**src/irr_pkg.sv**
```systemverilog
// Shared widths, reset values and register codes for the intensity to RGB ramp.
package irr_pkg;

	localparam int INTENSITY_W = 32;
	localparam int SAT_W = 31;
	localparam int SCALE_W = 17;
	localparam int SCALE_FRAC = 16;
	localparam int CHAN_W = 8;
	localparam int CFG_IDX_W = 3;
	localparam int CFG_DATA_W = SAT_W;
	localparam int FRACTION_BITS_DEF = 16;

	localparam logic [SAT_W-1:0] SAT_RESET = SAT_W'(1);
	localparam logic [SCALE_W-1:0] SCALE_ZERO = '0;
	localparam logic [SCALE_W-1:0] SCALE_ONE = SCALE_W'(1) << SCALE_FRAC;
	localparam logic [CHAN_W-1:0] CHAN_MAX = '1;

	typedef enum logic [CFG_IDX_W-1:0] {
		REG_SATURATION = 3'd0,
		REG_RED_LOW    = 3'd1,
		REG_GREEN_LOW  = 3'd2,
		REG_BLUE_LOW   = 3'd3,
		REG_RED_HIGH   = 3'd4,
		REG_GREEN_HIGH = 3'd5,
		REG_BLUE_HIGH  = 3'd6
	} cfg_reg_t;

endpackage

```
**src/irr_blend.sv**
```systemverilog
// One color channel: linear blend of low and high scale, scaled to a byte with rounding.
module irr_blend #(
	parameter int FRACTION_BITS = irr_pkg::FRACTION_BITS_DEF
) (
	input  logic                          clk,
	input  logic [2:0]                    en,
	input  logic [FRACTION_BITS:0]        frac,
	input  logic [irr_pkg::SCALE_W-1:0]   lo,
	input  logic [irr_pkg::SCALE_W-1:0]   hi,
	output logic [irr_pkg::CHAN_W-1:0]    chan
);

	localparam int FB = FRACTION_BITS;
	localparam int PW = FB + 1 + irr_pkg::SCALE_W;
	localparam int XW = PW + irr_pkg::CHAN_W;
	localparam int SH = FB + irr_pkg::SCALE_FRAC;
	localparam int CW = XW - SH;
	localparam logic [FB:0] FRAC_ONE = (FB+1)'(1) << FB;
	localparam logic [XW-1:0] HALF = XW'(1) << (SH - 1);

	logic [FB:0]   inv;
	logic [PW-1:0] p_hi_s1;
	logic [PW-1:0] p_lo_s1;
	logic [PW-1:0] sum;
	logic [XW-1:0] x_s2;
	logic [CW-1:0] c;
	logic [irr_pkg::CHAN_W-1:0] chan_s3;

	assign inv = FRAC_ONE - frac;

	always_ff @(posedge clk) begin
		if (en[0]) begin
			p_hi_s1 <= PW'(frac) * PW'(hi);
			p_lo_s1 <= PW'(inv) * PW'(lo);
		end
	end

	// fs * 255 + half, as fs * 256 - fs
	assign sum = p_hi_s1 + p_lo_s1;

	always_ff @(posedge clk) begin
		if (en[1]) begin
			x_s2 <= {sum, {irr_pkg::CHAN_W{1'b0}}} - XW'(sum) + HALF;
		end
	end

	assign c = x_s2[XW-1:SH];

	always_ff @(posedge clk) begin
		if (en[2]) begin
			chan_s3 <= (c > CW'(irr_pkg::CHAN_MAX)) ? irr_pkg::CHAN_MAX
				: c[irr_pkg::CHAN_W-1:0];
		end
	end

	assign chan = chan_s3;

endmodule
```
**config.mk**
```make
export PLATFORM = sky130hd
export DESIGN_NAME = irr_blend
export DESIGN_NICKNAME = d
export VERILOG_FILES = /design/src/irr_pkg.sv /design/src/irr_blend.sv
export SDC_FILE = /design/constraint.sdc
export NUM_CORES = 2
export LEC_CHECK = 0
export ABC_CLOCK_PERIOD_IN_PS = 20500
export BUFFER_PORTS_ARGS = -buffer_cell sky130_fd_sc_hd__buf_4
export CORE_UTILIZATION = 40
export DETAILED_ROUTE_END_ITERATION = 12
export GPL_TIMING_DRIVEN = 1
export HOLD_SLACK_MARGIN = 0.03
export PLACE_DENSITY_LB_ADDON = 0.08
export SETUP_SLACK_MARGIN = 0.3
export SLEW_MARGIN = 20
export SYNTH_ARGS = -nofsm -noshare
export SYNTH_HDL_FRONTEND = slang
export SYNTH_SLANG_ARGS = --single-unit
export TNS_END_PERCENT = 100
```
**constraint.sdc**
```tcl
create_clock -name clk -period 20.5 [get_ports clk]
set_input_delay 4.1 -clock clk [delete_from_list [all_inputs] [get_ports clk]]
set_output_delay 4.1 -clock clk [all_outputs]
set_load 0.02 [all_outputs]
```
== Word-level counts from Yosys, hierarchy flattened ==
Index checks and enable logic that the tools add are counted.
Storage, ports and cells
  register bits after elaboration: 118
  word-level logic and storage cells: 11
Cells by class
  add/sub/neg operators: 4
  multiply operators: 2
  $lt $le $gt $ge: 1
Operators by type and width (number)
  $mul 17x17->34: 2
  $add 42x32->42 const B: 1
  $sub 42x34->42: 1
  $add 34x34->34: 1
  $sub 17x17->17 const A: 1
  $gt 10x8->1 const B: 1

== Logic depth before layout (Yosys ltp) ==
  depth in word-level cells: 3
  depth in mapped cells: 30
  gate-level depth less buffers: 27

== Worst setup path before layout ==
No wires, ideal clock.
  kind: input -> register
  start: in frac[0]
  end: reg p_lo_s1[30] (data pin)
  arrival time: 11209 ps
  slack: 9157 ps
  stages on the path: 28
  cells stage by stage: clkbuf_1 -> clkbuf_1 -> inv_1 -> ha_1 -> nand2_1 -> or3_1 -> nor4_1 -> xnor2_1 -> clkbuf_1 -> nand2_1 -> fa_1 -> fa_1 -> fa_1 -> inv_1 -> fa_1 -> fa_1 -> inv_1 -> fa_1 -> inv_1 -> ha_1 -> and3_1 -> nand3_1 -> a211oi_1 -> o21ai_0 -> a31oi_1 -> a2111oi_0 -> or3b_2 -> nand3_1
Between the ends
  longest elaborated chain between the ends: 2
Ends and longest elaborated chain
  start, declared: RTL line irr_blend.sv:7  | input logic [FRACTION_BITS:0] frac,
  $sub 17x17->17: RTL line irr_blend.sv:29  | assign inv = FRAC_ONE - frac;
  $mul 17x17->34: RTL line irr_blend.sv:34  | p_lo_s1 <= PW'(inv) * PW'(lo);
  end signal, assigned: RTL line irr_blend.sv:34
  end, declared: RTL line irr_blend.sv:23  | logic [PW-1:0] p_lo_s1;
Every way passes these cells.
A chain may end at the register's enable or synchronous reset.

== Worst setup path in the final report ==
  start: in frac[6]
  end: reg p_lo_s1[30] (data pin)
The elaborated chain is that of the path after synthesis.

==> flow_metrics.env <==
export IMPL_synth_top_family_by_area="adder cells"
export IMPL_grt_remaining_overflow=0
export IMPL_cp_arrival_ns=11.68
export IMPL_cp_required_ns=20.72
export IMPL_drtPass1Iterations=5
export IMPL_core_um2=61830
export IMPL_die_h_um=252.3
export IMPL_synthesis_area_um2=25060
export IMPL_io_buffers=62
export IMPL_rsz0062_at_grt="false"
export IMPL_synth_fa_ha_area_frac=0.5124
export IMPL_muxShareOfSynthArea=0.0003994
export IMPL_initial_core_util=0.4054
export IMPL_crit_family="adder cells"
export IMPL_fin_crit_sh=0.5591
export IMPL_drive_gt1_frac=0.03991
export IMPL_cts_sinks=86
export IMPL_async_reset_ff_frac=0
export IMPL_crit_top_cell="fa_1"
export IMPL_routed_wl_mm=67.09
export IMPL_tightest_slew_ns=0.8839
export IMPL_fin_skew_ns=0.01279
export IMPL_drc=0
export IMPL_fin_tns_setup_ns=0
export IMPL_crit_fanout=22
export IMPL_fin_nets=3563
export IMPL_area_growth_pct=6.205
export IMPL_cpPeakStageDelay_ns=0.62
export IMPL_vias_per_cell=5.057
export IMPL_cts_buffers=9
export IMPL_synthSimpleGateAreaFrac=0.1582
export IMPL_finish_utilization=0.4306
export IMPL_cts_resized=0
export IMPL_antenna_found_initial=0
export IMPL_boundaryPins=63
export IMPL_synth_edf_count=86
export IMPL_fmax_mhz=87.25
export IMPL_grt_usage=0.2167
export IMPL_setup_violations=0
export IMPL_met2_length_mm=31.97
export IMPL_clkLatencyLatePin_ns=0.35
export IMPL_final_hold_viol_count=0
export IMPL_cp_slowest_cell="or4_1"
export IMPL_cts_root_buf="clkbuf_16"
export IMPL_first_iter_violations=953
export IMPL_synth_xor_area_share=0.04083
export IMPL_htreeDepth=3
export IMPL_grt_pass1_wl_mm=106.8
export IMPL_gp_congestion=0.8596
export IMPL_hp_class="reg2reg"
export IMPL_synth_warnings=0
export IMPL_synth_compound_area_share=0.07907
export IMPL_grt_max_degree=69
export IMPL_crit_buf_inv=5
export IMPL_dp_hpwl_mm=54.78
export IMPL_fin_ws_ns=9.039
export IMPL_grt_pass1_vias=19100
export IMPL_fin_crit_ns=11.46
export IMPL_worstSetupEndpointType="register"
export IMPL_tritoncts="yes"
export IMPL_topRoutingLayerUsed="met4"
export IMPL_floorplan_rows=91
export IMPL_relSlewSlack=0.3955
export IMPL_synth_ff_type="edfxtp_1"
export IMPL_die_area_um2=63670
export IMPL_synth_cells=2761
export IMPL_seq_area_frac_synth=0.1030
export IMPL_post_cts_buffers=0
export IMPL_vias=18170
export IMPL_yosysUniqueCellTypes=68
export IMPL_worstSetupPathType="in2reg"
export IMPL_synth_nets=3573
export IMPL_met1_length_mm=32.23
export IMPL_hold_buffers=0
export IMPL_diodes=0
export IMPL_maxCapViolCount=0
export IMPL_outcome="finished clean"
export IMPL_post_place_ws_ns=8.683
export IMPL_die_x_um=252.3
export IMPL_clk_pin_slew_worst_paths_ns=0.07
export IMPL_slew_viol_final=0
export IMPL_ant_nets=0
export IMPL_avgRoutedWirePerCell_um=18.67
export IMPL_crit_path_start_kind="input port"
export IMPL_clock_path_buffers=2
export IMPL_synth_avg_cell_area_um2=9.078
export IMPL_wl_met3_mm=2.101
export IMPL_ys_ff_latch=86
[routing by layer]
layer  vias to the layer above  global-route usage
li1                       8528                   -
met2                       331              0.3655
met5                         -                   0
met3                        40             0.01514
met1                      9272              0.3114
met4                         0             0.02978
[cells by family (layout without fill, tap and decap cells)]
| kind of cell | after synthesis | after routing |
|---|---|---|
| compound gates | 294 | 294 |
| xor+xnor | 116 | 116 |
| fa+ha+maj | 757 | 757 |
| buf+inv | 704 | 699 |
| flops | 86 | 86 |
| mux | 1 | 1 |
| simple gates | 803 | 803 |
[worst register-to-register path, delay by kind of cell (launching register included)]
kind,cells,cell delay [ns]
xor gates and xnor gates,2,0.43
adders and majority gates,4,1.29
DFF,1,0.41
AOI/OAI and AO/OA,14,3.47
and+or+nand+nor,2,0.38
[registers in the layout, indices dropped and copies added, names as in the netlist]
name     count
chan         8
p_hi_s1     34
p_lo_s1     34
x_s2        10
[stage by stage]
step / cell area, µm² / instances / hold WS [ns]
floorplan: 25060 / 2761 / 0.4749
global placement: 26310 / 3577 / 0.5106
detailed placement: 26310 / 3577 / 0.5074
CTS: 26620 / 3593 / 0.5231
global route: 26620 / 3593 / 0.5536
finish: 26620 / 3593 / 0.5155
[path summary, 6_finish.rpt]
path	start	depth (start not counted)	endpoint	slack [ns]
worst max register to register	p_hi_s1[0]	22	x_s2[40]	14.25
worst max-delay path	frac[6]	25	p_lo_s1[30]	9.04
worst min-delay path	x_s2[38]	1	chan[6]	0.52
worst min register to register	x_s2[38]	1	chan[6]	0.52
[area by class of cell]
type | instances | area, µm²
Fill cell | 6178 | 35210
Clock inverter | 7 | 80.08
Inverter | 606 | 2275
Multi-Input combinational cell | 1971 | 19830
Sequential cell | 86 | 2582
Timing Repair Buffer | 77 | 578.1
Tap cell | 837 | 1047
Clock buffer | 9 | 225.2
[cell usage in the layout (no fill, tap or decap), types with 55 or more instances in the layout]
cell type	synthesis	routed
ha_1	308	308
a21oi_1	78	78
nand2_1	365	365
fa_1	449	449
inv_1	606	606
buf_4	0	77
nor2_1	55	55
xnor2_1	75	75
and2_1	263	263
edfxtp_1	86	86
[synthesized netlist by cell type (all sizes together), types with 4 or more instances]
| library cell | instances | area (µm²) |
|---|---|---|
| a31oi | 10 | 62.56 |
| ha | 308 | 3854 |
| nand4 | 10 | 62.56 |
| o31a | 4 | 35.03 |
| nand3 | 16 | 80.08 |
| nor2b | 13 | 81.33 |
| and2 | 263 | 1645 |
| or4 | 5 | 37.54 |
| a21o | 52 | 390.4 |
| nand2b | 9 | 56.30 |
| nor3 | 17 | 85.08 |
| nor2 | 55 | 206.5 |
| edfxtp | 86 | 2582 |
| a41oi | 4 | 35.03 |
| inv | 606 | 2275 |
| o21a | 16 | 120.1 |
| xor2 | 40 | 350.3 |
| a311oi | 5 | 43.79 |
| clkbuf | 91 | 341.6 |
| or2 | 4 | 25.02 |
| o21ai | 46 | 230.2 |
| or3 | 15 | 93.84 |
| and3 | 12 | 75.07 |
| fa | 449 | 8989 |
| a21oi | 79 | 399.1 |
| nand2 | 365 | 1370 |
| nor4 | 7 | 43.79 |
| a2111oi | 6 | 58.80 |
| buf | 7 | 41.29 |
| a211oi | 11 | 87.58 |
| o21bai | 13 | 97.59 |
| o211ai | 11 | 82.58 |
| xnor2 | 76 | 673.2 |
| a21boi | 4 | 30.03 |
Power is left out: the tool's default activity adds up to more than one toggle a clock period on the data nets, which glitch-free logic cannot reach.
