$ cat src/irr_pkg.sv
// Shared widths, reset values and register codes for the intensity to RGB ramp.
package irr_pkg;

	localparam int INTENSITY_W = 32;
	localparam int SAT_W = 31;
	localparam int SCALE_W = 17;
	localparam int SCALE_FRAC = 16;
	localparam int CHAN_W = 8;
	localparam int CFG_IDX_W = 3;
	localparam int CFG_DATA_W = SAT_W;
	localparam int FRACTION_BITS_DEF = 16;

	localparam logic [SAT_W-1:0] SAT_RESET = SAT_W'(1);
	localparam logic [SCALE_W-1:0] SCALE_ZERO = '0;
	localparam logic [SCALE_W-1:0] SCALE_ONE = SCALE_W'(1) << SCALE_FRAC;
	localparam logic [CHAN_W-1:0] CHAN_MAX = '1;

	typedef enum logic [CFG_IDX_W-1:0] {
		REG_SATURATION = 3'd0,
		REG_RED_LOW    = 3'd1,
		REG_GREEN_LOW  = 3'd2,
		REG_BLUE_LOW   = 3'd3,
		REG_RED_HIGH   = 3'd4,
		REG_GREEN_HIGH = 3'd5,
		REG_BLUE_HIGH  = 3'd6
	} cfg_reg_t;

endpackage

$ cat src/irr_div.sv
// Pipelined restoring divider: clamped fraction intensity / saturation, one quotient bit per stage.
module irr_div #(
	parameter int FRACTION_BITS = irr_pkg::FRACTION_BITS_DEF
) (
	input  logic                                   clk,
	input  logic [FRACTION_BITS:0]                 en,
	input  logic signed [irr_pkg::INTENSITY_W-1:0] intensity,
	input  logic [irr_pkg::SAT_W-1:0]              saturation,
	output logic [FRACTION_BITS:0]                 frac
);

	localparam int FB = FRACTION_BITS;
	localparam int SW = irr_pkg::SAT_W;
	localparam logic [FB:0] FRAC_ONE = (FB+1)'(1) << FB;

	logic [SW-1:0] dvs;
	logic          zero_s [0:FB];
	logic          one_s  [0:FB];
	logic [SW-1:0] rem_s  [0:FB-1];
	logic [FB-1:0] q_s    [1:FB];

	assign dvs = (saturation == '0) ? SW'(1) : saturation;

	always_ff @(posedge clk) begin
		if (en[0]) begin
			zero_s[0] <= intensity[irr_pkg::INTENSITY_W-1] || (intensity == '0);
			one_s[0]  <= intensity[SW-1:0] >= dvs;
			rem_s[0]  <= intensity[SW-1:0];
		end
	end

	for (genvar i = 1; i <= FB; i++) begin : g_stage
		logic [SW:0] r2;
		logic [SW:0] diff;
		logic        ge;

		assign r2   = {rem_s[i-1], 1'b0};
		assign ge   = r2 >= {1'b0, dvs};
		assign diff = r2 - {1'b0, dvs};

		always_ff @(posedge clk) begin
			if (en[i]) begin
				zero_s[i] <= zero_s[i-1];
				one_s[i]  <= one_s[i-1];
			end
		end

		if (i == 1) begin : g_first
			always_ff @(posedge clk) begin
				if (en[i]) begin
					q_s[i] <= {{(FB-1){1'b0}}, ge};
				end
			end
		end else begin : g_next
			always_ff @(posedge clk) begin
				if (en[i]) begin
					q_s[i] <= {q_s[i-1][FB-2:0], ge};
				end
			end
		end

		if (i < FB) begin : g_rem
			always_ff @(posedge clk) begin
				if (en[i]) begin
					rem_s[i] <= ge ? diff[SW-1:0] : r2[SW-1:0];
				end
			end
		end
	end

	always_comb begin
		priority if (zero_s[FB]) begin
			frac = '0;
		end else if (one_s[FB]) begin
			frac = FRAC_ONE;
		end else begin
			frac = {1'b0, q_s[FB]};
		end
	end

endmodule

$ cat config.mk
export PLATFORM = sky130hd
export DESIGN_NAME = irr_div
export DESIGN_NICKNAME = d
export VERILOG_FILES = /design/src/irr_pkg.sv /design/src/irr_div.sv
export SDC_FILE = /design/constraint.sdc
export NUM_CORES = 2
export LEC_CHECK = 0
export BUFFER_PORTS_ARGS = -buffer_cell sky130_fd_sc_hd__buf_4
export CORE_MARGIN = 2
export CORE_UTILIZATION = 60
export DETAILED_ROUTE_END_ITERATION = 10
export PLACE_DENSITY = 0.8
export REMOVE_ABC_BUFFERS = 1
export SYNTH_ARGS = -nofsm -noshare
export SYNTH_HDL_FRONTEND = slang
export SYNTH_SLANG_ARGS = --single-unit
$ cat constraint.sdc
create_clock -name clk -period 8.8 [get_ports clk]
set_input_delay 0.44 -clock clk [delete_from_list [all_inputs] [get_ports clk]]
set_output_delay 0.44 -clock clk [all_outputs]
set_load 0.01 [all_outputs]
* After elaboration in Yosys (flattened, before gate mapping) *
Memory sizes are Yosys's and may differ from the RTL's.
Cells that the tools add are included.

word-level totals
  RAM bits = 786
  memories = 4
  output and inout bits = 17
  bits in registers = 0
  logic and storage cells = 91
  input port bits = 81

memory list
  memory  depth  bits a word  read ports  clocked after memory_dff  wr ports  RTL line       source
  rem_s   16     31           16          0                         16        irr_div.sv:19  logic [SW-1:0] rem_s [0:FB-1];
  q_s     16     16           16          0                         16        irr_div.sv:20  logic [FB-1:0] q_s [1:FB];
  one_s   17     1            17          0                         17        irr_div.sv:18  logic one_s [0:FB];
  zero_s  17     1            17          0                         17        irr_div.sv:17  logic zero_s [0:FB];

cells by class
  $lt $le $gt $ge = 17
  multiplexer cells = 52
  reductions and logical operators = 3
  add/sub/neg operators = 15

operators by type and width
  cell              number
  $ge 32x31->1      16
  $mux 31           16
  $sub 31x31->31    15
  $mux 1            34
  $mux 17           2
  $logic_not 32->1  1
  $ge 31x31->1      1
  $logic_not 31->1  1
  $logic_or 1x1->1  1

* Logic depth before layout (Yosys ltp) *
  depth after elaboration = 4
  gate-level depth with buffers = 20
  gate-level depth less buffers = 15

* Worst setup path after synthesis *
OpenSTA, ideal clock, no wires.

  path kind = input-to-reg
  start = input saturation[0] (netlist name)
  end = memory rem_s[1][142] (netlist name), data pin
  setup time = 0.260 ns
  path buffers = 5
  arrival = 5.756 ns
  required time = 8.540 ns
  slack = 2.785 ns
  stages on the path = 18
  cells stage by stage = buf_2 > nor4_2 > and4_1 > buf_2 > a21oi_2 > clkbuf_1 > buf_1 > fa_1 > a21oi_1 > o22ai_1 > o41a_1 > a211oi_1 > o31a_1 > o221ai_1 > a211oi_1 > o31ai_2 > buf_2 > mux2_2

RTL lines
  element             RTL line       source
  start: declaration  irr_div.sv:8   input logic [irr_pkg::SAT_W-1:0] saturation,
  end: declaration    irr_div.sv:19

==> results.py <==
metrics = {
    "routing": {
        "top_layer_used": "met4",
        "wl_per_cell_um": 21.0,
        "met1Wirelength_um": 52900,
        "detail_route.drc_violations": 0,
        "vias": 39400,
        "route.detailed.vias_per_inst": 6.39,
        "drt_wl_total_um": 130000,
        "final_antenna_net_count": 0,
        "route.met3.wl_um": 9290,
        "routed-wl-met2_um": 61400,
        "detailedRoute.firstPassIterationCount": 6,
        "initialDrtViolationCount": 3422,
    },
    "critical_path": {
        "worst_r2r_endpoint": "rem_s[0][65]",
        "crit_path_start_kind": "input port",
        "timing.critical_path.to_type": "flop",
        "worst_r2r_path_depth": 11,
        "timing.critical_path.slowest_stage_cell": "a21oi_4",
        "regToRegStartpoint": "rem_s[0][31]",
        "critical_path.cell_chain": "buf_4 -> nor4_1 -> and4_1 -> a21oi_4 -> buf_4 -> fa_1 -> a21o_1 -> a21o_1 -> a2111oi_2 -> nor4_1 -> nor2_1 -> a31oi_1 -> a31oi_1 -> nand3b_1 -> a21oi_4 -> mux2_2",
        "reg2reg_slack_ps": 4420,
        "worst_ep_required_time_ps": 9180,
        "worst-endpoint-arrival_ps": 5530,
        "worstSetupPathType": "input port to flop",
        "cp_max_fo": 34,
        "max_stage_delay_ps": 820,
        "worst_path_dominant_cell_family": "compound AO/OA/AOI/OAI gates",
        "timing.critical_path.buf_inv": 2,
    },
    "timing": {
        "worst_clock_skew_ps": 41.9,
        "timing_worst_slew_pin_value_ps": 1170,
        "post-route-period-util_pct": 58.5,
        "post-route-min-period_ps": 5150,
        "fin_worst_hold_slack_ps": 124,
        "slew-limit-headroom_pct": 21.4,
        "final_setup_violating_endpoints": 0,
        "rsz_0062_raised_after_global_routing": "false",
        "timing_max_transition_violations_final": 0,
        "max_freq_mhz": 194,
        "timing.final.ws_setup_ps": 3650,
        "timing_hold_violations_final": 0,
        "fin_tns_setup_ps": 0,
    },
    "min_path": {
        "min_path_cells": 2,
        "hold_path_class": "input port to flop",
        "hold_path_end": "zero_s[0][0]",
        "hold_start": "intensity[31]",
    },
    "synthesis": {
        "seq_area_frac_synth_pct": 40.2,
        "post-synth-top-count-cell": "edfxtp_1",
        "syn-mean-instance-area_um2": 10.1,
        "post_synth_main_area_contributors": "edfxtp_1 40%, ha_1 13%, a21oi_1 5.2%",
        "synth.distinct_cells": 85,
        "postSynthRegisterBits": 666,
        "post-synth-top-area-fraction_pct": 40.2,
        "post-synth-top-area-cell": "edfxtp_1",
        "synth.cells.most_frequent": "666 x edfxtp_1, 526 x ha_1, 512 x a21oi_1, 364 x nand2_1, 329 x o21ai_0",
        "ys_async_sr_fraction_pct": 0,
        "count_of_flip_flops_with_a_built_in_enable_after_synthesis": 666,
        "yosysWarningCount": 0,
        "synth_area_um2": 49700,
        "post_syn_instances": 4923,
        "synth_flop_cell": "edfxtp_1",
    },
    "cts": {
        "tritoncts": "done",
        "ctsLongestPathBuffers": 3,
        "cts_inserted_buffers": 77,
        "cts_root_buf": "clkbuf_16",
        "post_cts_resize_count": 0,
        "cts_sinks": 666,
        "clkTransAtPathRegs_ps": 50,
        "postCtsSetupBuffers": 0,
        "htree_levels": 3,
        "clock_latency_ps": 650,
    },
    "job": {
        "cap_violations": 0,
    },
    "place": {
        "post_dp_cell_area_um2": 51600,
        "buffer_ports.inserted": 97,
        "placement_setup_slack_ps": 3040,
        "globalplace.congestion": 0.983,
        "place.detailed.hpwl_um": 92500,
    },
    "power": {
        "vdd_ir_drop_max_mv": 0.198,
        "p_per_area_nw_per_um2": 384,
        "power.leakage_nw": 22.3,
    },
    "floorplan": {
        "core_area_um2": 82100,
        "io-pin-count": 98,
        "die_h_um": 292,
        "core.rowCount": 105,
        "die_w_um": 292,
        "initial_utilization_pct": 60.5,
        "die-area_um2": 85200,
    },
    "finish": {
        "drive_gt1_share_pct": 9.60,
        "area_growth_pct": 9.62,
        "nFillCells": 6338,
        "post-route-cell-area_um2": 54500,
        "finalNetCount": 5652,
    },
    "global_routing": {
        "via_count_of_the_first_global_routing_pass": 37700,
        "grt_max_degree": 60,
        "grt_first_pass_wirelength_um": 202000,
        "grt_usage_pct": 29.8,
        "overflow_left_after_global_routing": 0,
        "antenna_violations_before_repair": 1,
    },
    "outcome": {
        "result_of_the_run": "finished, final reports clean",
    },
}
-- worst max path at each step --
stage                   end  slack (ps)  depth (start not counted)            from
2_1_floorplan   rem_s[1][1]        1570                         13  saturation[17]
3_3_place_gp   rem_s[0][63]        3190                         16   saturation[9]
3_5_place_dp   rem_s[0][72]        3040                         16   saturation[9]
4_1_cts        rem_s[0][65]        3700                         16   saturation[9]
5_1_grt        rem_s[1][22]        3270                         16   saturation[9]
6_report       rem_s[0][65]        3650                         16   saturation[9]
-- worst register-to-register path, cell delays in order (launching register included) --
cell and delay, ps:
edfxtp_1 450, fa_1 450, a21o_1 190, a21o_1 210, a2111oi_2 510, nor4_1 150
nor2_1 170, a31oi_1 230, a31oi_1 330, nand3b_1 170, a21oi_4 820, mux2_2 450
-- report_power, final --
part           leakage (nW)  switching, mW  internal (mW)
clock                  1.23           1.36           1.86
combinational          14.6           6.37           5.07
sequential             6.51          0.806           5.43
total                  22.3           8.54           12.4
-- through the flow --
step | power, mW | cells | utilization, %
6_report | 20.9 | 6165 | 66.4
5_1_grt | 22.4 | 6164 | 66.4
4_1_cts | 20.8 | 6164 | 66.4
3_5_place_dp | 17.5 | 5990 | 62.9
3_3_place_gp | 17.1 | 5990 | 62.9
2_1_floorplan | 14.8 | 4777 | -
-- placed cells by master, fill, tap and decap left out, types with 11 or more instances in the layout --
master         count
mux2_2           189
nand3_1          110
a211o_1           11
and2_1            43
o21ai_1           17
clkbuf_16         78
o211ai_1          36
o31ai_1           31
nor2b_1           45
clkinv_1          14
fa_1              15
a221o_1           11
xnor2_1          242
nor2_1           316
o21ai_0          329
clkbuf_1          19
o21bai_1          69
xor2_1           160
nor4_1            25
nor3_1            58
a211oi_1          49
nand2b_1          60
buf_4            143
a31oi_1           57
nand2_1          364
clkinv_2          13
nand4_1           84
o21a_1            42
ha_1             526
a21boi_0          18
and3_1            47
and4_1            13
edfxtp_1         666
inv_1            144
dlygate4sd3_1     31
a21o_1           292
or3_1             13
a21oi_1          512
-- metal layers --
metal	vias to the layer above	GRT usage (%)
met1	18600	37.6
met2	1478	50.6
met5	-	0
li1	18900	-
met3	360	5.34
met4	0	12.7
-- state kept, by name, summed over array words and instances (netlist names) --
signal and cells:
q_s 136, zero_s 17, one_s 17, rem_s 496
-- area by class of cell --
type | instances | area (µm²) | share of cell area [%]
repair buffers | 174 | 1380 | 2.54
flip-flops and latches | 666 | 20000 | 36.7
well taps | 1070 | 1340 | 2.46
clock buffers | 97 | 2020 | 3.71
clock inverters | 46 | 523 | 0.960
diodes | 1 | 2.50 | 0.00459
multi-input cells | 3966 | 28700 | 52.6
inverters | 145 | 544 | 0.999
-- logic make-up (layout without fill, tap and decap cells) --
family,count (synthesis),after routing,synth area share [%]
simple gates,1218,1218,11.7
fa+ha+maj,541,541,13.8
mux,199,199,4.49
xor+xnor,402,402,7.08
other cells,0,1,0
buf+inv,291,462,2.31
compound gates,1606,1606,20.4
flops,666,666,40.2
-- repair_timing --
| item | CTS | global route |
|---|---|---|
| hold endpoints to repair | 31 | 0 |
| endpoints found under the setup margin | 0 | 0 |
| hold buffers | 31 | 0 |
Note: power is estimated with default switching activity, not from simulation.
